===== config.mk =====
export PLATFORM = sky130hd
export DESIGN_NAME = spt_back
export DESIGN_NICKNAME = d
export VERILOG_FILES = /design/src/rtl/spt_pkg.sv /design/src/rtl/spt_back.sv
export SDC_FILE = /design/constraint.sdc
export NUM_CORES = 2
export LEC_CHECK = 0
export BUFFER_PORTS_ARGS = -buffer_cell sky130_fd_sc_hd__buf_4
export CAP_MARGIN = 20
export CORE_UTILIZATION = 65
export CTS_BUF_LIST = sky130_fd_sc_hd__clkbuf_4 sky130_fd_sc_hd__clkbuf_8 sky130_fd_sc_hd__clkbuf_16
export DETAILED_ROUTE_END_ITERATION = 8
export PLACE_DENSITY = 0.83
export SYNTH_ARGS = -nofsm -noshare
export SYNTH_HDL_FRONTEND = slang
export SYNTH_SLANG_ARGS = --single-unit

===== constraint.sdc =====
create_clock -name clk -period 12.26 [get_ports clk]
set_clock_uncertainty 0.05 [all_clocks]
set_input_delay 0.613 -clock clk [delete_from_list [all_inputs] [get_ports clk]]
set_output_delay 0.613 -clock clk [all_outputs]
set_load 0.01 [all_outputs]

===== src/rtl/spt_pkg.sv =====
package spt_pkg;

	// Rotation datapath: cosine and sine in Q16 with headroom for the CORDIC gain.
	localparam int XY_W = 19;
	// Residual angle in 32-bit turn fractions.
	localparam int Z_W = 32;
	localparam int CORDIC_STEPS = 16;

	// Gain-compensated 1.0 in Q16.
	localparam logic signed [XY_W-1:0] CORDIC_X0 = 19'sd39797;

	// Arctangent of 2^-i as a fraction of one turn times 2^32.
	localparam logic [Z_W-1:0] ATAN_TURNS [CORDIC_STEPS] = '{
		32'h2000_0000, 32'h12E4_051E, 32'h09FB_385B, 32'h0511_11D4,
		32'h028B_0D43, 32'h0145_D7E1, 32'h00A2_F61E, 32'h0051_7C55,
		32'h0028_BE53, 32'h0014_5F2F, 32'h000A_2F98, 32'h0005_17CC,
		32'h0002_8BE6, 32'h0001_45F3, 32'h0000_A2FA, 32'h0000_517D
	};

	// 1/sqrt(3) in Q0.16.
	localparam logic signed [17:0] INV_SQRT3_Q16 = 18'sd37837;
	// Half an LSB ahead of a 16-bit right shift.
	localparam int ROUND_HALF = 32768;

	localparam int CFG_INDEX_W = 1;
	localparam int CFG_DATA_W = 1;

	typedef enum logic [CFG_INDEX_W-1:0] {
		CFG_ENABLE     = 1'b0,
		CFG_INPUT_MODE = 1'b1
	} cfg_reg_t;

	typedef struct packed {
		logic enable;
		logic input_mode;
	} cfg_t;

endpackage


===== src/rtl/spt_back.sv =====
module spt_back #(
	parameter int SAMPLE_WIDTH = 16,
	parameter int ANGLE_WIDTH = 16
) (
	input  logic                            clk,
	input  logic                            arst_n,
	input  logic                            in_valid,
	output logic                            in_ready,
	input  logic signed [spt_pkg::XY_W-1:0] x,
	input  logic signed [spt_pkg::XY_W-1:0] y,
	input  logic signed [SAMPLE_WIDTH:0]    alpha,
	input  logic signed [SAMPLE_WIDTH:0]    beta,
	input  logic signed [SAMPLE_WIDTH-1:0]  zero_in,
	input  logic [ANGLE_WIDTH-1:0]          nang_in,
	input  logic                            flip,
	output logic                            out_valid,
	input  logic                            out_ready,
	output logic signed [SAMPLE_WIDTH+1:0]  pos_d,
	output logic signed [SAMPLE_WIDTH+1:0]  pos_q,
	output logic signed [SAMPLE_WIDTH+1:0]  neg_d,
	output logic signed [SAMPLE_WIDTH+1:0]  neg_q,
	output logic signed [SAMPLE_WIDTH-1:0]  zero_seq,
	output logic [ANGLE_WIDTH-1:0]          neg_angle
);
	localparam int SW = SAMPLE_WIDTH;
	localparam int AW = ANGLE_WIDTH;
	localparam int DQ_W = SW + 2;
	localparam int P_W = SW + 1 + spt_pkg::XY_W;
	localparam int SUM_W = P_W + 1;
	localparam int SH_W = SUM_W - 16;
	localparam logic signed [SH_W-1:0] DQ_MAX =
		{{(SH_W-DQ_W+1){1'b0}}, {(DQ_W-1){1'b1}}};
	localparam logic signed [SH_W-1:0] DQ_MIN =
		{{(SH_W-DQ_W+1){1'b1}}, {(DQ_W-1){1'b0}}};

	function automatic logic signed [DQ_W-1:0] sat_round(input logic signed [SUM_W-1:0] v);
		logic signed [SUM_W-1:0] r;
		logic signed [SH_W-1:0] sh;
		r = v + SUM_W'(spt_pkg::ROUND_HALF);
		sh = r[SUM_W-1:16];
		if (sh > DQ_MAX) begin
			return DQ_MAX[DQ_W-1:0];
		end else if (sh < DQ_MIN) begin
			return DQ_MIN[DQ_W-1:0];
		end
		return sh[DQ_W-1:0];
	endfunction

	logic en_s1, en_s2, en_s3;
	logic v_s1, v_s2, v_s3;

	logic signed [spt_pkg::XY_W-1:0] c_s1, s_s1;
	logic signed [SW:0] alpha_s1, beta_s1;
	logic signed [SW-1:0] zero_s1, zero_s2, zero_s3;
	logic [AW-1:0] nang_s1, nang_s2, nang_s3;

	logic signed [P_W-1:0] ac_s2, bs_s2, bc_s2, as_s2;
	logic signed [DQ_W-1:0] pos_d_s3, pos_q_s3, neg_d_s3, neg_q_s3;

	assign en_s3 = !v_s3 || out_ready;
	assign en_s2 = !v_s2 || en_s3;
	assign en_s1 = !v_s1 || en_s2;
	assign in_ready = en_s1;

	always_ff @(posedge clk or negedge arst_n) begin
		if (!arst_n) begin
			v_s1 <= 1'b0;
			v_s2 <= 1'b0;
			v_s3 <= 1'b0;
		end else begin
			if (en_s1) begin
				v_s1 <= in_valid;
			end
			if (en_s2) begin
				v_s2 <= v_s1;
			end
			if (en_s3) begin
				v_s3 <= v_s2;
			end
		end
	end

	// The fold is undone on cosine and sine before the products, not after
	// rounding, so that rounding sees the true sign.
	always_ff @(posedge clk) begin
		if (en_s1) begin
			c_s1 <= flip ? -x : x;
			s_s1 <= flip ? -y : y;
			alpha_s1 <= alpha;
			beta_s1 <= beta;
			zero_s1 <= zero_in;
			nang_s1 <= nang_in;
		end
	end

	always_ff @(posedge clk) begin
		if (en_s2) begin
			ac_s2 <= P_W'(alpha_s1) * P_W'(c_s1);
			bs_s2 <= P_W'(beta_s1) * P_W'(s_s1);
			bc_s2 <= P_W'(beta_s1) * P_W'(c_s1);
			as_s2 <= P_W'(alpha_s1) * P_W'(s_s1);
			zero_s2 <= zero_s1;
			nang_s2 <= nang_s1;
		end
	end

	always_ff @(posedge clk) begin
		if (en_s3) begin
			pos_d_s3 <= sat_round(SUM_W'(ac_s2) + SUM_W'(bs_s2));
			pos_q_s3 <= sat_round(SUM_W'(bc_s2) - SUM_W'(as_s2));
			neg_d_s3 <= sat_round(SUM_W'(ac_s2) - SUM_W'(bs_s2));
			neg_q_s3 <= sat_round(SUM_W'(as_s2) + SUM_W'(bc_s2));
			zero_s3 <= zero_s2;
			nang_s3 <= nang_s2;
		end
	end

	assign out_valid = v_s3;
	assign pos_d = pos_d_s3;
	assign pos_q = pos_q_s3;
	assign neg_d = neg_d_s3;
	assign neg_q = neg_q_s3;
	assign zero_seq = zero_s3;
	assign neg_angle = nang_s3;

endmodule


==> out/qor.csv <==
stage;metric;value;unit
global_route;antenna violations before repair;4;
yosys;XOR/XNOR share of the synthesized area;0.0334;
routing;Detail Route Antenna Nets;0;
job;max cap viols;0;
worst_setup_path;CP Buf/Inv Count;5;
global_route;largest net degree at the start of global routing;71;
yosys;Yosys top cell by area;fa_1;
yosys;sequential share of the synthesized area;0.172;
routing;Wirelength per Cell;19.3;µm
yosys;compound-gate portion of the synthesized area;0.0636;
timing;endpoints failing setup;0;
worst_setup_path;CP peak stage delay;810;ps
hold_path;WHS Path Cells;1;
clocking;Root Driver;clkbuf_16;
final_layout;share of layout cells above drive strength 1;0.0594;
worst_setup_path;Setup crit end kind;flop;
worst_setup_path;Crit path depth;24;
yosys;mean post-synth cell area;10.0;µm²
final_layout;Core Util, Final;0.705;
floorplan;num ports;215;
yosys;synth warn;0;
timing;RSZ-0062 raised after global routing;false;
yosys;Synth cell types;76;
clocking;Reg clk slew, reported paths;60;ps
clocking;Clock Tree Buf Depth;3;
timing;Hold Fails Final Rpt;0;
global_route;first-pass GRT wire length;262000;µm
global_route;vias in the first global route;50100;
clocking;worst skew pair latency;650;ps
worst_setup_path;crit start category;flop;
clocking;H-tree depth;2;
timing;final worst setup slack;4350;ps
yosys;post-synthesis adder-cell area fraction;0.504;
worst_setup_path;Setup Crit Path Kind;flop to flop;
worst_setup_path;slowest CP cell;edfxtp_1;
placed_design;PortBufs;214;
floorplan;area of the die;105000;µm²
yosys;Simple-Gate Fraction of Synth Area;0.127;
final_layout;fill count;7384;
clocking;post-CTS sizing;0;
yosys;number of synthesized flops with an enable pin;384;
yosys;mux cell area share after synthesis;0.000611;
floorplan;Die Ht;324;µm
yosys;Post-Syn Area;67600;µm²
yosys;Yosys reg bits;387;
routing;initial drt markers;3867;
final_layout;multi-input combinational cell area;49300;µm²
timing;Worst Tran Pin Value;937;ps
global_route;total grt overflow;0;
placed_design;Placement Setup Slack;4460;ps
routing;Via-to-Cell Ratio;5.70;
final_layout;fin area;72200;µm²
worst_setup_path;cells on worst reg2reg path;24;
floorplan;Site Rows;117;
timing;post-route setup TNS;0;ps
yosys;dominant cells by area after synthesis;fa_1 (39%), edfxtp_1 (17%), ha_1 (12%);
routing;drt drc;0;
floorplan;Core ar.;102000;µm²
worst_setup_path;CP Cell Sequence;buf_4, and2_1, fa_1, inv_1, fa_1, fa_1, fa_1, inv_1, fa_1, inv_1, fa_1, inv_1, ha_1, a21o_1, a41oi_1, nor2b_1, o2111ai_1, a31oi_1, o221ai_1, a21boi_0, o31ai_1, a21oi_1, mux2_2, a221oi_1;
placed_design;Final HPWL DP;121000;µm
clocking;CTS tree;done;
outcome;outcome;finished clean;
timing;fmax;0.126;GHz
placed_design;Final Wtd Congestion;0.940;
timing;max_slew headroom;0.375;
final_layout;Area Overhead vs Synth;6.85;%
worst_setup_path;r2r setup slk;4350;ps
yosys;share of the synthesized area in the top cell type;0.386;
yosys;syn nets;8797;
routing;Detailed Routing Iterations Pass 1;8;
worst_setup_path;critical path's most frequent cell;fa_1;
timing;period utilization;0.645;
worst_setup_path;worst-path maximum fanout;20;
final_layout;FF/Latch Area;11600;µm²
floorplan;Die Wd;324;µm
global_route;gr usage total;0.315;
placed_design;Post-DP Area;70500;µm²
hold_path;hold crit path type;input port to flop;
timing;Final min period;7910;ps
routing;Detailed Route WL;159000;µm
clocking;CTS buffer count;48;
clocking;clk sink count;387;
floorplan;Initial Util;0.660;
worst_setup_path;Top delay family on crit path;adder cells;
routing;detailed-route via count;47000;
yosys;Synth Instances;6750;
worst_setup_path;arrival time worst endpoint;8310;ps
yosys;ys flop type;edfxtp_1;
worst_setup_path;Critical Path RT;12660;ps
yosys;main combinational cell family by area after synthesis;adder cells;
final_layout;NumNets Final;8875;
timing;fin. max-slew vios;0;
yosys;Async SR Flop Fraction;0.00775;
## sequential cells by signal, summed over array words and instances, names as in the netlist, 16 cells and up
register / count
alpha_s1: 17
zero_s1: 16
ac_s2: 36
pos_d: 18
zero_seq: 16
nang_s2: 16
neg_q: 18
beta_s1: 17
bs_s2: 36
nang_s1: 16
pos_q: 18
s_s1: 19
bc_s2: 36
as_s2: 36
neg_angle: 16
c_s1: 19
neg_d: 18
zero_s2: 16
## what timing repair did
item / in CTS / in global routing
hold buffers: 1 / 0
hold endpoints to repair: 3 / 0
buffers inserted: 0 / 0
## kinds of logic after synthesis
logic type / count (synthesis)
xor gates and xnor gates: 258
and+or+nand+nor: 1728
adders and majority gates: 1938
AOI/OAI and AO/OA: 648
buffers and inverters: 1787
DFF: 387
muxes: 4
## metrics by stage
step	hold slack, ps	instances
floorplan	267	6750
global placement	351	8145
detailed placement	355	8145
CTS	64.5	8236
global route	75.0	8236
finish	89.5	8238
## path summary, 6_finish.rpt
kind | startpoint | to
setup / recovery | alpha_s1[6] | as_s2[33]
hold / removal | beta[16] | beta_s1[16]
setup reg to reg | alpha_s1[6] | as_s2[33]
hold reg to reg | nang_s1[11] | nang_s2[11]
max in group asynchronous | arst_n | v_s1
min in group asynchronous | arst_n | out_valid
## metal layers
layer,share of wire,vias to the layer above,track usage
met5,0.00018,-,0
met4,0.052,4,0.142
met3,0.091,371,0.0545
met2,0.47,2045,0.500
met1,0.39,23800,0.427
li1,-,20700,-
## Yosys cell counts, types with 17 or more instances
| cell | number |
|---|---|
| a211oi_1 | 17 |
| a21o_1 | 146 |
| a21oi_1 | 177 |
| and2_1 | 646 |
| and3_1 | 19 |
| clkbuf_1 | 260 |
| edfxtp_1 | 384 |
| fa_1 | 1304 |
| ha_1 | 634 |
| inv_1 | 1519 |
| nand2_1 | 687 |
| nand2b_1 | 47 |
| nand3_1 | 38 |
| nor2_1 | 168 |
| nor2b_1 | 29 |
| nor3_1 | 31 |
| o21a_1 | 33 |
| o21ai_0 | 124 |
| o21bai_1 | 25 |
| xnor2_1 | 199 |
| xor2_1 | 59 |
## final cells by class
class                      count  share of cell area
timing repair buffer         296              0.0308
multi-input combinational   4576               0.682
antenna                        2           0.0000693
clock buffer                  55              0.0174
clock inverter                35             0.00632
inverter                    1519              0.0789
tap                         1368              0.0237
sequential                   387               0.161
## placed cells by master (no fill, tap or decap), types with 8 or more instances in the layout
cell type	synthesis	layout
or3_1	16	16
or2_2	9	9
clkbuf_16	0	48
edfxtp_1	384	384
inv_1	1519	1519
nand2_1	687	687
o41ai_1	10	10
o31ai_1	16	16
ha_1	634	634
o21ai_0	124	124
nand3_1	38	38
a211oi_1	17	17
bufinv_16	0	9
xnor2_1	199	199
nor2b_1	29	29
fa_1	1304	1304
a21oi_1	177	177
and2_1	646	646
a211o_1	9	9
o21a_1	33	33
nand2b_1	47	46
a21o_1	146	146
xor2_1	59	59
a31o_2	8	8
o21bai_1	25	25
nor2_1	168	168
buf_4	0	295
a31oi_1	15	15
nand4_1	13	13
nor3_1	31	31
and3_1	19	19
Power is left out: the tool's default activity adds up to more than one toggle a clock period on the data nets, which glitch-free logic cannot reach.
