===== src/rtl/spt_pkg.sv =====
package spt_pkg;

	// Rotation datapath: cosine and sine in Q16 with headroom for the CORDIC gain.
	localparam int XY_W = 19;
	// Residual angle in 32-bit turn fractions.
	localparam int Z_W = 32;
	localparam int CORDIC_STEPS = 16;

	// Gain-compensated 1.0 in Q16.
	localparam logic signed [XY_W-1:0] CORDIC_X0 = 19'sd39797;

	// Arctangent of 2^-i as a fraction of one turn times 2^32.
	localparam logic [Z_W-1:0] ATAN_TURNS [CORDIC_STEPS] = '{
		32'h2000_0000, 32'h12E4_051E, 32'h09FB_385B, 32'h0511_11D4,
		32'h028B_0D43, 32'h0145_D7E1, 32'h00A2_F61E, 32'h0051_7C55,
		32'h0028_BE53, 32'h0014_5F2F, 32'h000A_2F98, 32'h0005_17CC,
		32'h0002_8BE6, 32'h0001_45F3, 32'h0000_A2FA, 32'h0000_517D
	};

	// 1/sqrt(3) in Q0.16.
	localparam logic signed [17:0] INV_SQRT3_Q16 = 18'sd37837;
	// Half an LSB ahead of a 16-bit right shift.
	localparam int ROUND_HALF = 32768;

	localparam int CFG_INDEX_W = 1;
	localparam int CFG_DATA_W = 1;

	typedef enum logic [CFG_INDEX_W-1:0] {
		CFG_ENABLE     = 1'b0,
		CFG_INPUT_MODE = 1'b1
	} cfg_reg_t;

	typedef struct packed {
		logic enable;
		logic input_mode;
	} cfg_t;

endpackage


===== src/rtl/spt_cordic_cell.sv =====
module spt_cordic_cell #(
	parameter int STEP = 0,
	parameter int PAY_W = 8
) (
	input  logic                               clk,
	input  logic                               arst_n,
	input  logic                               in_valid,
	output logic                               in_ready,
	input  logic signed [spt_pkg::XY_W-1:0]    x_in,
	input  logic signed [spt_pkg::XY_W-1:0]    y_in,
	input  logic signed [spt_pkg::Z_W-1:0]     z_in,
	input  logic [PAY_W-1:0]                   pay_in,
	output logic                               out_valid,
	input  logic                               out_ready,
	output logic signed [spt_pkg::XY_W-1:0]    x_out,
	output logic signed [spt_pkg::XY_W-1:0]    y_out,
	output logic signed [spt_pkg::Z_W-1:0]     z_out,
	output logic [PAY_W-1:0]                   pay_out
);
	localparam logic signed [spt_pkg::Z_W-1:0] ATAN = spt_pkg::ATAN_TURNS[STEP];

	logic en;
	logic v_s1;
	logic signed [spt_pkg::XY_W-1:0] dx, dy, x_nx, y_nx, x_s1, y_s1;
	logic signed [spt_pkg::Z_W-1:0] z_nx, z_s1;
	logic [PAY_W-1:0] pay_s1;

	assign en = !v_s1 || out_ready;
	assign in_ready = en;

	assign dx = y_in >>> STEP;
	assign dy = x_in >>> STEP;

	// Rotate towards a zero residual angle.
	always_comb begin
		if (!z_in[spt_pkg::Z_W-1]) begin
			x_nx = x_in - dx;
			y_nx = y_in + dy;
			z_nx = z_in - ATAN;
		end else begin
			x_nx = x_in + dx;
			y_nx = y_in - dy;
			z_nx = z_in + ATAN;
		end
	end

	always_ff @(posedge clk or negedge arst_n) begin
		if (!arst_n) begin
			v_s1 <= 1'b0;
		end else if (en) begin
			v_s1 <= in_valid;
		end
	end

	always_ff @(posedge clk) begin
		if (en) begin
			x_s1 <= x_nx;
			y_s1 <= y_nx;
			z_s1 <= z_nx;
			pay_s1 <= pay_in;
		end
	end

	assign out_valid = v_s1;
	assign x_out = x_s1;
	assign y_out = y_s1;
	assign z_out = z_s1;
	assign pay_out = pay_s1;

endmodule


===== config.mk =====
export PLATFORM = sky130hd
export DESIGN_NAME = spt_cordic_cell
export DESIGN_NICKNAME = d
export VERILOG_FILES = /design/src/rtl/spt_pkg.sv /design/src/rtl/spt_cordic_cell.sv
export SDC_FILE = /design/constraint.sdc
export NUM_CORES = 1
export LEC_CHECK = 0
export BUFFER_PORTS_ARGS = -buffer_cell sky130_fd_sc_hd__buf_4
export CAP_MARGIN = 20
export CORE_MARGIN = 2
export CORE_UTILIZATION = 30
export CTS_CLUSTER_SIZE = 30
export DETAILED_ROUTE_END_ITERATION = 7
export GPL_TIMING_DRIVEN = 0
export PLACE_DENSITY_LB_ADDON = 0.15
export SYNTH_ARGS = -nofsm -noshare
export SYNTH_HDL_FRONTEND = slang
export SYNTH_SLANG_ARGS = --single-unit

===== constraint.sdc =====
create_clock -name clk -period 3.9 [get_ports clk]
set_clock_uncertainty 0.2 [all_clocks]
set_input_delay 0.39 -clock clk [delete_from_list [all_inputs] [get_ports clk]]
set_output_delay 0.39 -clock clk [all_outputs]
set_load 0.01 [all_outputs]

==> results of run 1 <==
-- report_power, final --
part           total, uW  internal, uW  switching (uW)
sequential          1090          1060            29.6
clock                694           421             273
combinational        805           362             444
total               2590          1850             746
-- flip-flops by register name, indices dropped and copies added, names as in the netlist --
| signal | count |
|---|---|
| out_valid | 1 |
| pay_out | 8 |
| x_out | 18 |
| y_out | 19 |
| z_out | 32 |
-- worst paths after layout --
check / from / to / slack, ps / cells past startpoint
max reg2reg: out_valid$_DFFE_PN0P_ / x_out[7]$_DFFE_PP_ / 2420 / 2
min reg2reg: out_valid$_DFFE_PN0P_ / out_valid$_DFFE_PN0P_ / 480 / 2
min in group asynchronous: arst_n / out_valid$_DFFE_PN0P_ / 190 / 2
max in group asynchronous: arst_n / out_valid$_DFFE_PN0P_ / 3230 / 2
max: x_in[0] / x_out[16]$_DFFE_PP_ / 880 / 11
min: z_in[13] / z_out[13]$_DFFE_PP_ / 40 / 1
-- metal layers --
metal,global-route usage (%),vias up,share of wire (%)
met2,25.00,210,46
met5,0,-,0
met1,21.54,2040,45
li1,-,2186,-
met4,5.441,0,1.3
met3,2.185,18,7.6
-- synth_stat cells, drive strengths merged (3+ instances only) --
| cell | count | area (sq um) |
|---|---|---|
| a2111oi | 3 | 26.28 |
| a211oi | 8 | 60.06 |
| a21o | 5 | 37.54 |
| a21oi | 48 | 240.2 |
| a31oi | 3 | 18.77 |
| buf | 8 | 48.80 |
| clkbuf | 14 | 52.55 |
| edfxtp | 77 | 2312 |
| fa | 4 | 80.08 |
| ha | 59 | 738.2 |
| inv | 59 | 221.5 |
| mux2i | 6 | 60.06 |
| nand2 | 26 | 97.59 |
| nand2b | 8 | 50.05 |
| nand3 | 4 | 20.02 |
| nand4 | 3 | 18.77 |
| nor2 | 35 | 131.4 |
| nor2b | 9 | 56.30 |
| nor3 | 8 | 40.04 |
| o211ai | 6 | 45.04 |
| o21a | 4 | 30.03 |
| o21ai | 41 | 205.2 |
| o21bai | 4 | 30.03 |
| o22ai | 3 | 25.02 |
| o31ai | 8 | 65.06 |
| xnor2 | 29 | 254.0 |
| xor2 | 6 | 52.55 |
-- what timing repair did --
action / in CTS / in global routing
buffers inserted: 0 / 0
endpoints found under the hold margin: 1 / 0
hold buffers: 1 / 0
-- cells by family (layout without fill, tap and decap cells) --
group | Yosys count | after routing | share of synthesized area [%]
compound gates | 151 | 151 | 17.91
mux | 6 | 6 | 1.134
fa+ha+maj | 63 | 63 | 15.45
xor+xnor | 35 | 35 | 5.789
flops | 78 | 78 | 44.14
simple gates | 104 | 104 | 9.334
buf+inv | 83 | 260 | 6.238
-- stage by stage --
step           area [sq um]  hold WS (ps)  std cells
6_report               7072         41.48        922
5_1_grt                7072         25.88        922
4_1_cts                7072         23.46        922
3_5_place_dp           6813        -29.16        906
3_3_place_gp           6778        -28.72        905
2_1_floorplan          5295        -105.6        520
-- worst register-to-register path, cell delays in order (launching register included) --
cell      delay (ps)
dfrtp_1          400
nand2b_4         190
buf_16           320
-- area by class of cell --
| cell class | count | area, sq um |
|---|---|---|
| Inverter | 61 | 229.0 |
| Buffer | 22 | 101.3 |
| Sequential cell | 78 | 2337 |
| Tap cell | 225 | 281.5 |
| Clock inverter | 3 | 12.51 |
| Clock buffer | 12 | 236.5 |
| Timing Repair Buffer | 162 | 1239 |
| Multi-Input combinational cell | 359 | 2635 |
| Fill cell | 1762 | 10220 |
==> reports/results.ini, run 1 <==
[drt]
routed_wl_um = 14770
viasPerCell = 4.831
ant_nets = 0
vias = 4454
firstDrtPassIters = 5
drcViolationCount = 0
wire_per_inst_um = 16.02
drt_iter0_markers = 267

[critical_path]
crit_chain = buf_4, ha_1, inv_1, fa_1, o21ba_1, or4_4, a21boi_2, a211oi_1, o21ai_0, a21oi_1, xor2_1
cp_slowest_cell = or4_4
end_kind = flip-flop
cp.required_ps = 3750
slowest_delay_ps = 430
critPathKind = in -> reg
crit_family = compound AO/OA/AOI/OAI gates
critPathMaxFanout = 3
cp-start-kind = input pin
crit_arrival_ps = 2870
path_buf_inv = 2

[cts]
cts_buffers = 9
cts_resized = 0
clkLatencyLatePin_ps = 320
cts_tree = done
root_buffer = clkbuf_16
clk_path_buf_depth = 2
cts_sinks = 78
htree_levels = 3
clk_pin_slew_ps = 50

[synthesis]
synth_edf_count = 77
yosysWarnings = 0
syn_area_per_cell_sq_um = 10.18
synth_ff_type = edfxtp_1
async_reset_ff_share_pct = 1.282
syn_area_sq_um = 5295
synth_fp_nets = 665
ys_seq_area_share_pct = 44.14
synth_cells = 520
ys_ff_latch = 78
synthDistinctLibCells = 55

[die]
rows = 48
dieArea_sq_um = 18730
die_h_um = 136.9
die_w_um = 136.9
coreArea_sq_um = 17300
num_io_pins = 162
initial_core_util_pct = 30.61

[sta]
worst_pin_slew_ps = 723.1
rsz0062_at_grt = no
final_max_slew_viol_count = 0
layout_setup_ws_ps = 883.3
post-route-period-util_pct = 77.35
fmax_ghz = 0.3315
setup_tns_ps = 0
hold_viol = 0
setup_viol = 0
relSlewSlack_pct = 50.55
period_needed_ps = 3017

[power]
leakagePower_uw = 0.003144
total_power_uw = 2592
powerDensity_nw_per_um2 = 366.6
max-vdd-ir-drop_uv = 231.3

[placed_design]
pre_cts_slack_ps = 567.0
place_congestion = 0.8717
port_buffers = 160
hpwl_um = 12160

[global_route]
grt_max_degree = 70
antenna_found_initial = 0
overflow = 0
grt_pass1_wl_um = 22510
grt_util_all_layers_pct = 15.59
grt_pass1_vias = 4323

[job]
maxCapViolations = 0

[cells_and_area]
most-common-layout-cells = buf_4, edfxtp_1, inv_1, ha_1, a21oi_1
antenna_cells = 0
final_common_cell = buf_4
final_nets = 838
area.growth.synth_to_final_pct = 33.55
layout-drive-gt1-share_pct = 26.69
final_util_pct = 40.89

[status]
outcome = finished, final reports clean

[worst_hold_path]
min_path_type = in -> reg

(Power assumes the default switching activity.)
==> run 2, diff against run 1 <==
clock period = 2.9 ns   (was 3.9 ns; I/O delays follow)
==> reports/results.ini, run 2 (synthesis gave the netlist of run 1 again) <==
[status]
outcome = finished, final reports clean

[critical_path]
critPathKind = in -> reg
end_kind = flip-flop
cp-start-kind = input pin
crit_arrival_ps = 2660  ; -210 ps
cp.required_ps = 2770  ; -980 ps
critPathMaxFanout = 4  ; +1

[die]
rows = 48  ; unchanged
die_h_um = 136.9  ; unchanged
die_w_um = 136.9  ; unchanged
initial_core_util_pct = 30.61  ; unchanged
num_io_pins = 162  ; unchanged
dieArea_sq_um = 18730  ; unchanged
coreArea_sq_um = 17300  ; unchanged

[sta]
relSlewSlack_pct = 57.16  ; +6.6 points
layout_setup_ws_ps = 109.9  ; -773.5 ps
rsz0062_at_grt = no
setup_viol = 0  ; unchanged
hold_viol = 0  ; unchanged
fmax_ghz = 0.3584
post-route-period-util_pct = 96.21
period_needed_ps = 2790
worst_pin_slew_ps = 635.9  ; -87.20 ps
holdWs_ps = 36.12  ; -5.357 ps
final_max_slew_viol_count = 0  ; unchanged

[cells_and_area]
layout-drive-gt1-share_pct = 25.95  ; -0.73 points
most-common-layout-cells = buf_4, edfxtp_1, inv_1, ha_1, a21oi_1
final_util_pct = 43.67  ; +2.8 points
fin_area_sq_um = 7553  ; +6.8%
area.growth.synth_to_final_pct = 42.65
antenna_cells = 0  ; unchanged
ff_latch_area_sq_um = 2337  ; unchanged
largest_register_ff_count = 32  ; unchanged
final_nets = 876  ; +4.5%
final_common_cell = buf_4
multi_input_area_sq_um = 2661  ; +1.0%
fill_cells = 1718  ; -2.5%

[global_route]
overflow = 0  ; unchanged
grt_max_degree = 47  ; -33%
grt_pass1_vias = 4419  ; +2.2%
antenna_found_initial = 0  ; unchanged
grt_pass1_wl_um = 23140  ; +2.8%
grt_util_all_layers_pct = 16.07  ; +0.48 points

[power]
leakagePower_uw = 0.003344  ; +6.4%
total_power_uw = 3830  ; +48%
powerDensity_nw_per_um2 = 507.1  ; +38%
max-vdd-ir-drop_uv = 301.5  ; +30%

[drt]
ant_nets = 0  ; unchanged
wire_per_inst_um = 15.81  ; -1.3%
routed_wl_um = 15190  ; +2.9%
vias = 4592  ; +3.1%
drcViolationCount = 0  ; unchanged
viasPerCell = 4.778  ; -1.1%
firstDrtPassIters = 5  ; unchanged
drt_iter0_markers = 270  ; +1.1%

[cts]
root_buffer = clkbuf_16
clk_pin_slew_ps = 60  ; about the same
post-cts-setup-buffers = 0  ; unchanged
htree_levels = 3  ; unchanged
cts_buffers = 9  ; unchanged
clk_path_buf_depth = 2  ; unchanged
cts_tree = done
clkLatencyLatePin_ps = 320  ; about the same
cts_sinks = 78  ; unchanged

[placed_design]
place_congestion = 0.8723  ; about the same
pre_cts_slack_ps = -395.0  ; -962.0 ps
port_buffers = 160  ; unchanged
hpwl_um = 12230  ; +0.59%
place_area_sq_um = 6805  ; -0.11%

[worst_hold_path]
min_path_type = in -> reg

[job]
maxCapViolations = 0  ; unchanged

[run 2: timing repair]
| item | in CTS | in global routing |
|---|---|---|
| pin swaps | 0 | 1 |
| hold buffers | 39 | 0 |
| resized for setup | 1 | 5 |
| endpoints found under the hold margin | 39 | 0 |
| setup endpoints to repair | 1 | 8 |
[run 2: final timing paths]
check                                           start               endpoint  slack, ps  cells past startpoint
worst max-delay path                          x_in[0]    x_out[18]$_DFFE_PP_        110                     11
worst max register to register  out_valid$_DFFE_PN0P_     x_out[3]$_DFFE_PP_       1270                      2
max in group asynchronous                      arst_n  out_valid$_DFFE_PN0P_       2350                      2
worst min-delay path                         z_in[29]    z_out[29]$_DFFE_PP_         40                      2
worst min register to register  out_valid$_DFFE_PN0P_     z_out[8]$_DFFE_PP_        730                      1
min in group asynchronous                      arst_n  out_valid$_DFFE_PN0P_         70                      2
[run 2: layer usage]
| layer | global-route usage (%) | up-vias | wire [um] |
|---|---|---|---|
| li1 | - | 2253 | - |
| met1 | 22.28 | 2140 | 7104 |
| met5 | 0 | - | 0 |
| met4 | 5.785 | 0 | 271 |
| met3 | 2.815 | 19 | 961 |
| met2 | 25.17 | 180 | 6856 |
[run 2: cell type report]
cell class                 count  share of cell area (%)
multi-input combinational    359                   35.23
sequential                    78                   30.94
timing repair buffer         200                   21.34
tap                          225                   3.727
clock buffer                  12                   3.131
inverter                      61                   3.031
buffer                        22                   1.342
clock inverter                 4                   1.259
[run 2: report_power, final]
group          leakage, uW  switching (uW)  total (uW)  internal, uW
combinational      0.00240             613        1140           522
sequential        0.000785            39.7        1470          1430
clock             0.000161             387        1230           839
total              0.00334            1040        3830          2790
[run 2: through the flow]
step / cells / setup TNS, ps
CTS: 961 / 0
global route: 961 / 0
global placement: 905 / -2709
detailed placement: 906 / -2503
floorplan: 520 / 0
finish: 961 / 0
[run 2: critical path: stages]
cell and delay, ps:
buf_4 90, ha_1 160, inv_1 60, fa_1 430
o21ba_1 210, or4_4 450, a21boi_4 220, o22ai_2 180
o31ai_4 250, a21oi_1 160, xnor2_1 150
