### config.mk
export PLATFORM = sky130hd
export DESIGN_NAME = spt_front
export DESIGN_NICKNAME = d
export VERILOG_FILES = /design/src/rtl/spt_pkg.sv /design/src/rtl/spt_front.sv
export SDC_FILE = /design/constraint.sdc
export NUM_CORES = 1
export LEC_CHECK = 0
export ABC_CLOCK_PERIOD_IN_PS = 6950
export BUFFER_PORTS_ARGS = -buffer_cell sky130_fd_sc_hd__buf_2
export CAP_MARGIN = 20
export CELL_PAD_IN_SITES_DETAIL_PLACEMENT = 1
export CELL_PAD_IN_SITES_GLOBAL_PLACEMENT = 1
export CORE_ASPECT_RATIO = 1.25
export CORE_MARGIN = 4
export CORE_UTILIZATION = 40
export DETAILED_ROUTE_END_ITERATION = 16
export HOLD_SLACK_MARGIN = 0.03
export PLACE_DENSITY_LB_ADDON = 0.1
export SETUP_SLACK_MARGIN = 0.2
export SLEW_MARGIN = 40
export SYNTH_ARGS = -nofsm -noshare
export SYNTH_HDL_FRONTEND = slang
export SYNTH_SLANG_ARGS = --single-unit
### constraint.sdc
create_clock -name clk -period 6.95 [get_ports clk]
set_clock_uncertainty 0.2 [all_clocks]
set_input_delay 1.0425 -clock clk [delete_from_list [all_inputs] [get_ports clk]]
set_output_delay 1.0425 -clock clk [all_outputs]
set_load 0.005 [all_outputs]
### src/rtl/spt_pkg.sv
package spt_pkg;

	// Rotation datapath: cosine and sine in Q16 with headroom for the CORDIC gain.
	localparam int XY_W = 19;
	// Residual angle in 32-bit turn fractions.
	localparam int Z_W = 32;
	localparam int CORDIC_STEPS = 16;

	// Gain-compensated 1.0 in Q16.
	localparam logic signed [XY_W-1:0] CORDIC_X0 = 19'sd39797;

	// Arctangent of 2^-i as a fraction of one turn times 2^32.
	localparam logic [Z_W-1:0] ATAN_TURNS [CORDIC_STEPS] = '{
		32'h2000_0000, 32'h12E4_051E, 32'h09FB_385B, 32'h0511_11D4,
		32'h028B_0D43, 32'h0145_D7E1, 32'h00A2_F61E, 32'h0051_7C55,
		32'h0028_BE53, 32'h0014_5F2F, 32'h000A_2F98, 32'h0005_17CC,
		32'h0002_8BE6, 32'h0001_45F3, 32'h0000_A2FA, 32'h0000_517D
	};

	// 1/sqrt(3) in Q0.16.
	localparam logic signed [17:0] INV_SQRT3_Q16 = 18'sd37837;
	// Half an LSB ahead of a 16-bit right shift.
	localparam int ROUND_HALF = 32768;

	localparam int CFG_INDEX_W = 1;
	localparam int CFG_DATA_W = 1;

	typedef enum logic [CFG_INDEX_W-1:0] {
		CFG_ENABLE     = 1'b0,
		CFG_INPUT_MODE = 1'b1
	} cfg_reg_t;

	typedef struct packed {
		logic enable;
		logic input_mode;
	} cfg_t;

endpackage

### src/rtl/spt_front.sv
module spt_front #(
	parameter int SAMPLE_WIDTH = 16,
	parameter int ANGLE_WIDTH = 16
) (
	input  logic                          clk,
	input  logic                          arst_n,
	input  spt_pkg::cfg_t                 cfg,
	input  logic                          in_valid,
	output logic                          in_ready,
	input  logic signed [SAMPLE_WIDTH-1:0] phase_a,
	input  logic signed [SAMPLE_WIDTH-1:0] phase_b,
	input  logic signed [SAMPLE_WIDTH-1:0] phase_c,
	input  logic [ANGLE_WIDTH-1:0]        angle,
	output logic                          out_valid,
	input  logic                          out_ready,
	output logic signed [SAMPLE_WIDTH:0]  alpha,
	output logic signed [SAMPLE_WIDTH:0]  beta,
	output logic signed [SAMPLE_WIDTH-1:0] zero_seq,
	output logic [ANGLE_WIDTH-1:0]        neg_angle,
	output logic                          flip,
	output logic [ANGLE_WIDTH-1:0]        turn
);
	localparam int SW = SAMPLE_WIDTH;
	localparam int AW = ANGLE_WIDTH;
	localparam int M_W = SW + 3;
	localparam int UW = SW + 5;
	localparam int PB_W = SW + 18;

	// floor(u/3) = (u * ceil(2^(UW+1)/3)) >> (UW+1) holds exactly for u < 2^UW.
	localparam logic [UW+1:0] DIV3_POW = {1'b1, {(UW+1){1'b0}}};
	localparam logic [UW+1:0] DIV3_FULL = (DIV3_POW + (UW+2)'(2)) / (UW+2)'(3);
	localparam logic [UW-1:0] DIV3_M = DIV3_FULL[UW-1:0];
	// The numerator is lifted by a multiple of three so that it is never negative.
	localparam logic [UW-1:0] DIV3_OFS = (UW)'(3) << (SW + 2);
	localparam logic signed [UW-1:0] Q_OFS = (UW)'(1) << (SW + 2);

	logic en_s1, en_s2, en_s3;
	logic v_s1, v_s2, v_s3;

	logic signed [M_W-1:0] a_x, b_x, c_x, m_alpha, m_zero;
	logic signed [SW:0] diff;

	logic signed [M_W-1:0] m_alpha_s1, m_zero_s1;
	logic signed [SW:0] diff_s1;
	logic signed [SW-1:0] a_s1, b_s1;
	logic mode_s1, flip_s1;
	logic [AW-1:0] nang_s1, turn_s1;

	logic [UW-1:0] u_alpha, u_zero;
	logic [2*UW-1:0] pa_s2, pz_s2;
	logic signed [PB_W-1:0] pb_s2;
	logic signed [SW-1:0] a_s2, b_s2;
	logic mode_s2, flip_s2;
	logic [AW-1:0] nang_s2, turn_s2;

	logic signed [UW-1:0] qa, qz;
	logic signed [PB_W-1:0] rb;

	logic signed [SW:0] alpha_s3, beta_s3;
	logic signed [SW-1:0] zero_s3;
	logic flip_s3;
	logic [AW-1:0] nang_s3, turn_s3;

	assign en_s3 = !v_s3 || out_ready;
	assign en_s2 = !v_s2 || en_s3;
	assign en_s1 = !v_s1 || en_s2;
	assign in_ready = en_s1;

	// Both divisions by three round to nearest as floor((n + 1) / 3).
	assign a_x = M_W'(phase_a);
	assign b_x = M_W'(phase_b);
	assign c_x = M_W'(phase_c);
	assign m_alpha = (a_x <<< 1) - b_x - c_x + M_W'(1);
	assign m_zero = a_x + b_x + c_x + M_W'(1);
	assign diff = (SW+1)'(phase_b) - (SW+1)'(phase_c);

	always_ff @(posedge clk or negedge arst_n) begin
		if (!arst_n) begin
			v_s1 <= 1'b0;
			v_s2 <= 1'b0;
			v_s3 <= 1'b0;
		end else begin
			if (en_s1) begin
				v_s1 <= in_valid && cfg.enable;
			end
			if (en_s2) begin
				v_s2 <= v_s1;
			end
			if (en_s3) begin
				v_s3 <= v_s2;
			end
		end
	end

	always_ff @(posedge clk) begin
		if (en_s1) begin
			m_alpha_s1 <= m_alpha;
			m_zero_s1 <= m_zero;
			diff_s1 <= diff;
			a_s1 <= phase_a;
			b_s1 <= phase_b;
			mode_s1 <= cfg.input_mode;
			nang_s1 <= AW'(0) - angle;
			// Angles in the left half turn are folded by half a turn and the
			// results negated.
			flip_s1 <= angle[AW-1] ^ angle[AW-2];
			turn_s1 <= {angle[AW-2], angle[AW-2:0]};
		end
	end

	assign u_alpha = UW'(m_alpha_s1) + DIV3_OFS;
	assign u_zero = UW'(m_zero_s1) + DIV3_OFS;

	always_ff @(posedge clk) begin
		if (en_s2) begin
			pa_s2 <= (2*UW)'(u_alpha) * (2*UW)'(DIV3_M);
			pz_s2 <= (2*UW)'(u_zero) * (2*UW)'(DIV3_M);
			pb_s2 <= PB_W'(diff_s1) * PB_W'(spt_pkg::INV_SQRT3_Q16);
			a_s2 <= a_s1;
			b_s2 <= b_s1;
			mode_s2 <= mode_s1;
			nang_s2 <= nang_s1;
			flip_s2 <= flip_s1;
			turn_s2 <= turn_s1;
		end
	end

	assign qa = $signed({1'b0, pa_s2[2*UW-1:UW+1]}) - Q_OFS;
	assign qz = $signed({1'b0, pz_s2[2*UW-1:UW+1]}) - Q_OFS;
	assign rb = pb_s2 + PB_W'(spt_pkg::ROUND_HALF);

	always_ff @(posedge clk) begin
		if (en_s3) begin
			if (mode_s2) begin
				alpha_s3 <= (SW+1)'(a_s2);
				beta_s3 <= (SW+1)'(b_s2);
				zero_s3 <= '0;
			end else begin
				alpha_s3 <= qa[SW:0];
				beta_s3 <= rb[SW+16:16];
				zero_s3 <= qz[SW-1:0];
			end
			nang_s3 <= nang_s2;
			flip_s3 <= flip_s2;
			turn_s3 <= turn_s2;
		end
	end

	assign out_valid = v_s3;
	assign alpha = alpha_s3;
	assign beta = beta_s3;
	assign zero_seq = zero_s3;
	assign neg_angle = nang_s3;
	assign flip = flip_s3;
	assign turn = turn_s3;

endmodule

==> results of run 1 <==
-- final timing paths --
kind	start	end	slack [ns]	cells past startpoint
hold reg to reg	b_s1[11]$_DFFE_PP_	b_s2[11]$_DFFE_PP_	0.22	0
min in group asynchronous	arst_n	out_valid$_DFFE_PN0P_	0.58	2
hold / removal	b_s1[11]$_DFFE_PP_	b_s2[11]$_DFFE_PP_	0.22	0
max in group asynchronous	arst_n	v_s2$_DFFE_PN0P_	5.86	2
setup / recovery	m_zero_s1[6]$_DFFE_PP_	pz_s2[35]$_DFFE_PP_	0.36	19
setup reg to reg	m_zero_s1[6]$_DFFE_PP_	pz_s2[35]$_DFFE_PP_	0.36	19
-- cell families (layout without fill, tap and decap cells) --
kind of cell,Yosys count,in the layout,share of synthesized area [%]
xor gates and xnor gates,156,156,4.26
muxes,19,19,0.659
adders and majority gates,944,944,46.0
buffers and inverters,735,1024,8.62
AOI/OAI and AO/OA,281,281,5.70
and+or+nand+nor,325,325,4.99
other,0,6,0
DFF,318,318,29.7
-- stage by stage --
step / area (um2) / util [%]
2_1_floorplan: 32100 / -
3_3_place_gp: 34400 / 43.5
4_1_cts: 35800 / 45.2
5_1_grt: 36300 / 45.8
3_5_place_dp: 34400 / 43.5
6_report: 36300 / 45.8
-- critical path, cell delays in order, from the launching register on --
cell and delay (ns):
edfxtp_1 0.52, ha_1 0.42, fa_1 0.56, inv_1 0.06, fa_1 0.50, fa_1 0.53
fa_1 0.54, inv_1 0.05, fa_1 0.53, ha_1 0.38, ha_1 0.35, nand3_1 0.12
a2111o_1 0.40, a2bb2oi_1 0.16, buf_4 0.17, o211a_1 0.25, nor3b_2 0.23, o21a_1 0.18
nor2_2 0.05, xnor2_1 0.12
-- routing by layer --
metal	up-vias	track usage (%)
met1	10300	27.3
met3	89	2.66
met2	283	38.2
li1	9524	-
met4	8	4.85
met5	-	0
-- registers in the layout, summed over array words and instances, names as in the netlist, 16 cells and up --
name and count:
a_s2 16, alpha 17, b_s2 16, beta 17, nang_s2 16, pz_s2 16
diff_s1 17, nang_s1 16, pa_s2 17, m_alpha_s1 19, neg_angle 16, zero_seq 16
b_s1 16, pb_s2 18, m_zero_s1 19, a_s1 16
-- final cells by class --
cell class / count / area [um2] / share of cell area [%]
multi-input combinational: 1725 / 20000 / 55.2
inverter: 719 / 2700 / 7.44
clock buffer: 42 / 987 / 2.72
antenna: 6 / 15.0 / 0.0414
clock inverter: 30 / 315 / 0.869
tap: 1053 / 1320 / 3.63
timing repair buffer: 233 / 1390 / 3.84
sequential: 318 / 9530 / 26.3
-- cells in the mapped netlist, drive strengths merged, types with 34 or more instances --
library cell	n	area (um2)
a21o	35	263
a21oi	92	472
edfxtp	315	9460
fa	394	7890
ha	550	6880
inv	719	2700
nand2	69	259
nor2	89	334
nor2b	34	213
o21ai	70	354
xnor2	93	815
xor2	63	552
-- repair_timing --
action                                  4_1_cts  5_1_grt
resized for setup                             6       30
setup buffers                                 1       35
endpoints found under the hold margin         3        0
hold buffers                                  1        0
pin swaps                                     1       13
endpoints found under the setup margin        7       16
==> results.yml, run 1 <==
sta:
  rsz0062_at_grt: "true"
  setup_tns_ns: 0
  fin_hold_ws_ns: 0.216
  fmaxAchievable_ghz: 0.152
  setup-violations-final: 0
  timing.final.crit_share_pct: 94.8
  drv_slew: 0
  fin_ws_ns: 0.362
  hold_viol: 0
  fin_crit_ns: 6.59
  tightest_slew_ns: 0.816
  slew_headroom_pct: 45.2
placement:
  hpwl_um: 75600
  portBuffers: 154
  globalplace.congestion: 0.898
  dp_cells: 4010
  place_ws_ns: -0.0612
worst_setup_path:
  cp_max_fo: 5
  criticalPathCategory: "flip-flop to flip-flop"
  start_kind: "flip-flop"
  cp.arrival_ns: 6.72
  cp-end-kind: "flip-flop"
  required_ns: 7.09
clock_tree:
  clock_latency_ns: 0.60
  cts_tree: "done"
  cts_root_buffer: "clkbuf_16"
  clock_path_buffers: 3
  clk_pin_slew_ns: 0.07
  cts_made_buffers: 39
  htree_levels: 2
  cts_sinks: 318
routing:
  wl_met2_um: 45600
  routedLengthMet1_um: 37400
  drt_iter0_markers: 739
  ant_nets: 0
  wl_per_cell_um: 21.5
  wl_met3_um: 3320
  via_per_inst: 4.90
  vias: 20200
  wl_um: 88700
  dr.pass1.iters: 4
  route.detailed.drc: 0
  highest_layer: "met5"
yosys:
  syn_avg_cell_area_um2: 11.5
  syn-instance-count: 2778
  netlist_area_um2: 32100
  ys_ff_latch: 318
  syn-num-nets: 3792
  yosysUniqueCellTypes: 69
  synth_ff_type: "edfxtp_1"
  async_flop_share_pct: 0.943
  yosys_warnings: 0
  yosysSeqAreaShare_pct: 29.7
  synth_edf_count: 315
layout:
  final_cell_mix: "inv_1 (719), ha_1 (532), fa_1 (394), edfxtp_1 (315), buf_2 (154)"
  area_growth_pct: 13.1
  nNetsFinal: 4050
  fillers: 8542
  final_common_cell: "inv_1"
  drive_above_1_share_pct: 11.7
  final_cells: 4126
die:
  pin_count: 155
  num_rows: 115
  die_h_um: 325
  fp.dieArea_um2: 84800
  initial_core_util_pct: 40.5
  core_um2: 79100
  die_w_um: 261
job:
  maxCapViolCount: 0
grt:
  overflow: 0
  antenna_found_initial: 15
  grt_usage_pct: 21.2
  grt_pass1_vias: 23000
  grt_pass1_wl_um: 136000
  grt_max_degree: 117
min_path:
  worstHoldPathType: "flip-flop to flip-flop"
outcome:
  outcome: "finished, final reports clean"
Power of run 1 is not shown: default switching activity piles up to over one toggle a cycle in this logic, so the estimate is an artifact.
==> run 2: changes to the inputs <==
--- a/config.mk
+++ b/config.mk
@@ -12,7 +12,7 @@
 export CELL_PAD_IN_SITES_GLOBAL_PLACEMENT = 1
 export CORE_ASPECT_RATIO = 1.25
 export CORE_MARGIN = 4
-export CORE_UTILIZATION = 40
+export CORE_UTILIZATION = 52
 export DETAILED_ROUTE_END_ITERATION = 16
 export HOLD_SLACK_MARGIN = 0.03
 export PLACE_DENSITY_LB_ADDON = 0.1
==> run 2 against run 1 <==
Net effect: hold slack got worse by 0.15 ns; sequential cell count did not move; register-to-register slack gained 0.04 ns; via count is 1.2% higher; non-clock buffer count fell by 6; design area down 1.2%; critical endpoint is now pa_s2[38]$_DFFE_PP_; highest routed layer unchanged.
==> results.yml, run 2 (synthesis gave the netlist of run 1 again) <==
die:
  num_rows: 101
  core_um2: 60900
  fp.dieArea_um2: 65700
  pin_count: 155
  initial_core_util_pct: 52.7
  die_h_um: 286
  die_w_um: 230
placement:
  portBuffers: 154
  globalplace.congestion: 0.905
  hpwl_um: 72500
clock_tree:
  clock_path_buffers: 3
  clock_latency_ns: 0.59
  cts_root_buffer: "clkbuf_16"
  htree_levels: 2
  postCtsHoldBufs: 0
  cts_sinks: 318
  cts_made_buffers: 36
  cts_tree: "done"
  clk_pin_slew_ns: 0.06
worst_setup_path:
  cp_common_cell: "fa_1"
  cp_max_fo: 4
  crit_chain: "buf_4, ha_2, and2_4, fa_1, fa_1, fa_1, fa_1, inv_1, fa_1, inv_1, ha_1, and4_1, and4_4, and3_1, a32oi_2, o211a_4, a31oi_4, a41oi_4, o311ai_4, a21oi_2, xnor2_1"
  required_ns: 7.07
  criticalPathCategory: "flip-flop to flip-flop"
  max_stage_delay_ns: 0.55
  cp.arrival_ns: 6.67
  crit_slowest_cell: "fa_1"
  cp-end-kind: "flip-flop"
  start_kind: "flip-flop"
sta:
  fmaxAchievable_ghz: 0.153
  drv_slew: 0
  setup_tns_ns: 0
  slew_headroom_pct: 48.0
  fin_crit_ns: 6.55
  hold_viol: 0
  rsz0062_at_grt: "true"
  timing.final.crit_share_pct: 94.2
  tightest_slew_ns: 0.780
  setup-violations-final: 0
grt:
  overflow: 0
  grt_usage_pct: 26.9
  antenna_found_initial: 9
  grt_max_degree: 117
  grt_pass1_vias: 23800
  grt_pass1_wl_um: 135000
layout:
  final_common_cell: "inv_1"
  area_growth_pct: 11.7
  final_cell_mix: "inv_1 (718), ha_1 (537), fa_1 (394), edfxtp_1 (315), buf_2 (154)"
  drive_above_1_share_pct: 11.3
  nNetsFinal: 4041
  top_regs: "m_alpha_s1: 19 flops, m_zero_s1: 19 flops, pb_s2: 18 flops"
  fillers: 6428
routing:
  wl_per_cell_um: 22.1
  ant_nets: 0
  vias: 20500
  route.detailed.drc: 0
  via_per_inst: 5.27
  dr.pass1.iters: 5
  drt_iter0_markers: 886
  wl_um: 86000
job:
  maxCapViolCount: 0
min_path:
  worstHoldPathType: "primary input to asynchronous set/reset pin"
outcome:
  outcome: "finished, final reports clean"
run 2: final timing paths:
path	slack (ns)	from	endpoint	cells past startpoint
min reg2reg	0.21	nang_s2[9]$_DFFE_PP_	neg_angle[9]$_DFFE_PP_	0
min	0.06	arst_n	v_s2$_DFFE_PN0P_	1
max reg2reg	0.40	m_alpha_s1[3]$_DFFE_PP_	pa_s2[38]$_DFFE_PP_	21
max	0.40	m_alpha_s1[3]$_DFFE_PP_	pa_s2[38]$_DFFE_PP_	21
max in group asynchronous	6.37	arst_n	v_s1$_DFFE_PN0P_	1
min in group clk	0.21	nang_s2[9]$_DFFE_PP_	neg_angle[9]$_DFFE_PP_	0
run 2: critical path: cells and delay by family, from the launching register on:
family / cells / cell delay (ns)
simple gates: 4 / 0.83
fa+ha+maj: 7 / 3.11
xor+xnor: 1 / 0.12
flops: 1 / 0.49
compound gates: 6 / 1.23
buf+inv: 3 / 0.30
run 2: per-stage QoR:
stage,hold WS (ns),setup WS [ns],utilization [%],std cells,area [um2]
floorplan,0.200,0.664,-,2778,32100
global placement,0.200,0.125,56.0,3779,34100
detailed placement,0.206,0.0265,56.0,3779,34100
CTS,0.0349,0.0422,58.0,3843,35300
global route,0.0345,0.136,58.8,3878,35800
finish,0.0640,0.400,58.8,3885,35800
run 2: cell type report:
type / instances / area [um2] / share of cell area, %
diodes: 8 / 20.0 / 0.0559
clock buffers: 39 / 912 / 2.55
clock inverters: 25 / 270 / 0.754
inverters: 719 / 2700 / 7.53
multi-input cells: 1725 / 20000 / 55.9
flip-flops and latches: 318 / 9530 / 26.6
well taps: 824 / 1030 / 2.88
repair buffers: 227 / 1350 / 3.76
run 2: what timing repair did:
item	CTS	global route
endpoints found under the setup margin	9	19
gates resized for setup	2	35
buffers inserted	0	33
pin swaps	0	5
run 2: layer usage:
layer | global-route usage [%] | vias to the layer above | routed length, um
met3 | 3.61 | 126 | 3080
met4 | 8.14 | 6 | 3020
met1 | 32.0 | 10500 | 34000
met5 | 0 | - | 34
li1 | - | 9518 | -
met2 | 50.4 | 319 | 45900
Power of run 2 is left out for the same reason.
==> run 3: changes to the inputs <==
--- a/config.mk
+++ b/config.mk
@@ -5,6 +5,7 @@
 export SDC_FILE = /design/constraint.sdc
 export NUM_CORES = 1
 export LEC_CHECK = 0
+export ABC_AREA = 1
 export ABC_CLOCK_PERIOD_IN_PS = 6950
 export BUFFER_PORTS_ARGS = -buffer_cell sky130_fd_sc_hd__buf_2
 export CAP_MARGIN = 20
@@ -12,7 +13,7 @@
 export CELL_PAD_IN_SITES_GLOBAL_PLACEMENT = 1
 export CORE_ASPECT_RATIO = 1.25
 export CORE_MARGIN = 4
-export CORE_UTILIZATION = 52
+export CORE_UTILIZATION = 50
 export DETAILED_ROUTE_END_ITERATION = 16
 export HOLD_SLACK_MARGIN = 0.03
 export PLACE_DENSITY_LB_ADDON = 0.1
==> run 3 against run 2 <==
Net effect: sequential share of layout area fell by 1.8 points; highest routed layer unchanged; design area rose by 7.3%; synthesized area rose by 10%; largest cell class unchanged.
==> results.yml, run 3 <==
clock_tree:
  cts_root_buffer: "clkbuf_16"
  cts_sinks: 318
  cts_setup_buffers: 0
  htree_levels: 2
  clock_path_buffers: 3
  clock_latency_ns: 0.59
  cts_tree: "done"
  clk_pin_slew_ns: 0.06
  postCtsHoldBufs: 0
  cts_made_buffers: 37
  cts-resized-gates: 0
sta:
  rsz0062_at_grt: "false"
  setup-violations-final: 0
  drv_slew: 0
  setup_tns_ns: 0
  tightest_slew_ns: 0.831
  timing.final.crit_share_pct: 88.5
  hold_viol: 0
  fmaxAchievable_ghz: 0.163
  slew_headroom_pct: 44.6
  fin_crit_ns: 6.15
die:
  num_rows: 108
  initial_core_util_pct: 50.6
  die_h_um: 305
  fp.dieArea_um2: 75000
  die_w_um: 246
  core_um2: 69700
  pin_count: 155
yosys:
  ys_ff_latch: 318
  syn_avg_cell_area_um2: 9.47
  synth_ff_type: "edfxtp_1"
  syn-instance-count: 3730
  syn-num-nets: 4744
  yosysUniqueCellTypes: 53
  yosys.area.top_type: "edfxtp_1"
  synth_area_leaders: "edfxtp_1 (27%), fa_1 (22%), ha_1 (19%)"
  synth_top_area_share_pct: 26.8
  async_flop_share_pct: 0.943
  yosysMostFrequentCell: "inv_1"
  netlist_area_um2: 35300
  netlist_top_cells_count: "inv_1 (910), nand2_1 (606), ha_1 (550)"
  synth_edf_count: 315
  yosys_warnings: 0
  yosysSeqAreaShare_pct: 27.0
layout:
  design_area_um2: 38500
  fillers: 8089
  nNetsFinal: 4933
  top_regs: "m_alpha_s1: 19 flops, m_zero_s1: 19 flops, pb_s2: 18 flops"
  multi_input_area_um2: 22300
  register_area_um2: 9530
  area_growth_pct: 8.91
  final_common_cell: "inv_1"
  final_cell_mix: "inv_1 (909), nand2_1 (604), ha_1 (550), fa_1 (394), edfxtp_1 (315)"
  drive_above_1_share_pct: 6.61
placement:
  hpwl_um: 92300
  globalplace.congestion: 0.945
  portBuffers: 154
  placed_area_um2: 37300
job:
  maxCapViolCount: 0
grt:
  grt_pass1_vias: 28900
  grt_usage_pct: 29.2
  grt_most_used_layer: "met2"
  grt_max_degree: 76
  overflow: 0
  antenna_found_initial: 9
  grt_use_met2_pct: 51.0
  grt_pass1_wl_um: 167000
  grt_util_met3_pct: 3.68
  grt_use_met1_pct: 37.1
worst_setup_path:
  cp.arrival_ns: 6.27
  cp-end-kind: "flip-flop"
  criticalPathCategory: "flip-flop to flip-flop"
  cp_max_fo: 8
  required_ns: 7.07
  start_kind: "flip-flop"
routing:
  ant_nets: 0
  drt_iter0_markers: 1364
  via_per_inst: 5.31
  wl_um: 108000
  wl_per_cell_um: 22.0
  route.detailed.drc: 0
  vias: 25900
  dr.pass1.iters: 5
outcome:
  outcome: "finished, final reports clean"
min_path:
  worstHoldPathType: "primary input to asynchronous set/reset pin"
==> run 3: cell count changes after synthesis, moves of 11 or more <==
cell,previous run,this run
a21oi_1,89,168
nor2_1,89,246
nand3_1,21,99
and2_1,15,0
xor2_1,63,78
inv_1,719,910
o21ai_0,64,97
o21bai_1,10,21
nand2_1,69,606
mux2_2,17,0
nor2b_1,34,0
nand2b_1,18,1
a21o_1,35,22
xnor2_1,93,39
==> run 3: per-layer routing <==
layer | share of wire (%) | routed length [um]
met1 | 41 | 44500
met2 | 50 | 53800
met3 | 4.2 | 4550
met4 | 4.5 | 4810
met5 | 0.012 | 13
==> run 3: metrics by stage <==
step                      setup slack (ns)  hold slack (ns)  utilization, %  cells
after global placement               0.866            0.200            53.5   4815
after global routing                 0.498           0.0408            55.1   4883
after detailed placement             0.850            0.205            53.5   4815
after floorplan                      0.891            0.200               -   3730
final                                0.801           0.0664            55.2   4887
after CTS                            0.807           0.0334            55.1   4882
==> run 3: worst max-delay path, cell delays in order, from the launching register on <==
cell and delay, ns:
edfxtp_1 0.56, ha_1 0.42, xor2_1 0.46, ha_1 0.26, nor2_1 0.07, fa_1 0.51
inv_1 0.06, fa_1 0.50, fa_1 0.51, fa_1 0.49, ha_1 0.30, ha_1 0.37
a21oi_1 0.28, inv_1 0.07, a21oi_1 0.17, o21ai_0 0.20, a21boi_0 0.26, nand2_1 0.09
nand2_1 0.06, nand2_1 0.05
==> run 3: cell families (layout without fill, tap and decap cells) <==
family	Yosys count	after routing	synth area share, %
compound gates	361	361	5.75
mux	1	1	0.0283
xor+xnor	118	118	2.95
other cells	0	5	0
simple gates	1060	1060	12.5
flops	318	318	27.0
buf+inv	927	1144	9.91
fa+ha+maj	945	945	41.9
==> run 3: final cells by class <==
cell class	instances	area share, %
Multi-Input combinational cell	2485	58.0
Sequential cell	318	24.8
Inverter	913	8.93
Tap cell	935	3.04
Clock buffer	44	2.48
Timing Repair Buffer	164	2.22
Clock inverter	23	0.524
Antenna cell	5	0.0325
==> run 3: final timing paths <==
kind	endpoint	from	cells after the start	slack (ns)
max	pz_s2[31]$_DFFE_PP_	m_zero_s1[1]$_DFFE_PP_	19	0.80
min	v_s2$_DFFE_PN0P_	arst_n	1	0.07
max reg2reg	pz_s2[31]$_DFFE_PP_	m_zero_s1[1]$_DFFE_PP_	19	0.80
min reg2reg	b_s2[9]$_DFFE_PP_	b_s1[9]$_DFFE_PP_	0	0.20
max in group asynchronous	v_s1$_DFFE_PN0P_	arst_n	1	6.38
min in group clk	b_s2[9]$_DFFE_PP_	b_s1[9]$_DFFE_PP_	0	0.20
Power of run 3 is left out for the same reason.
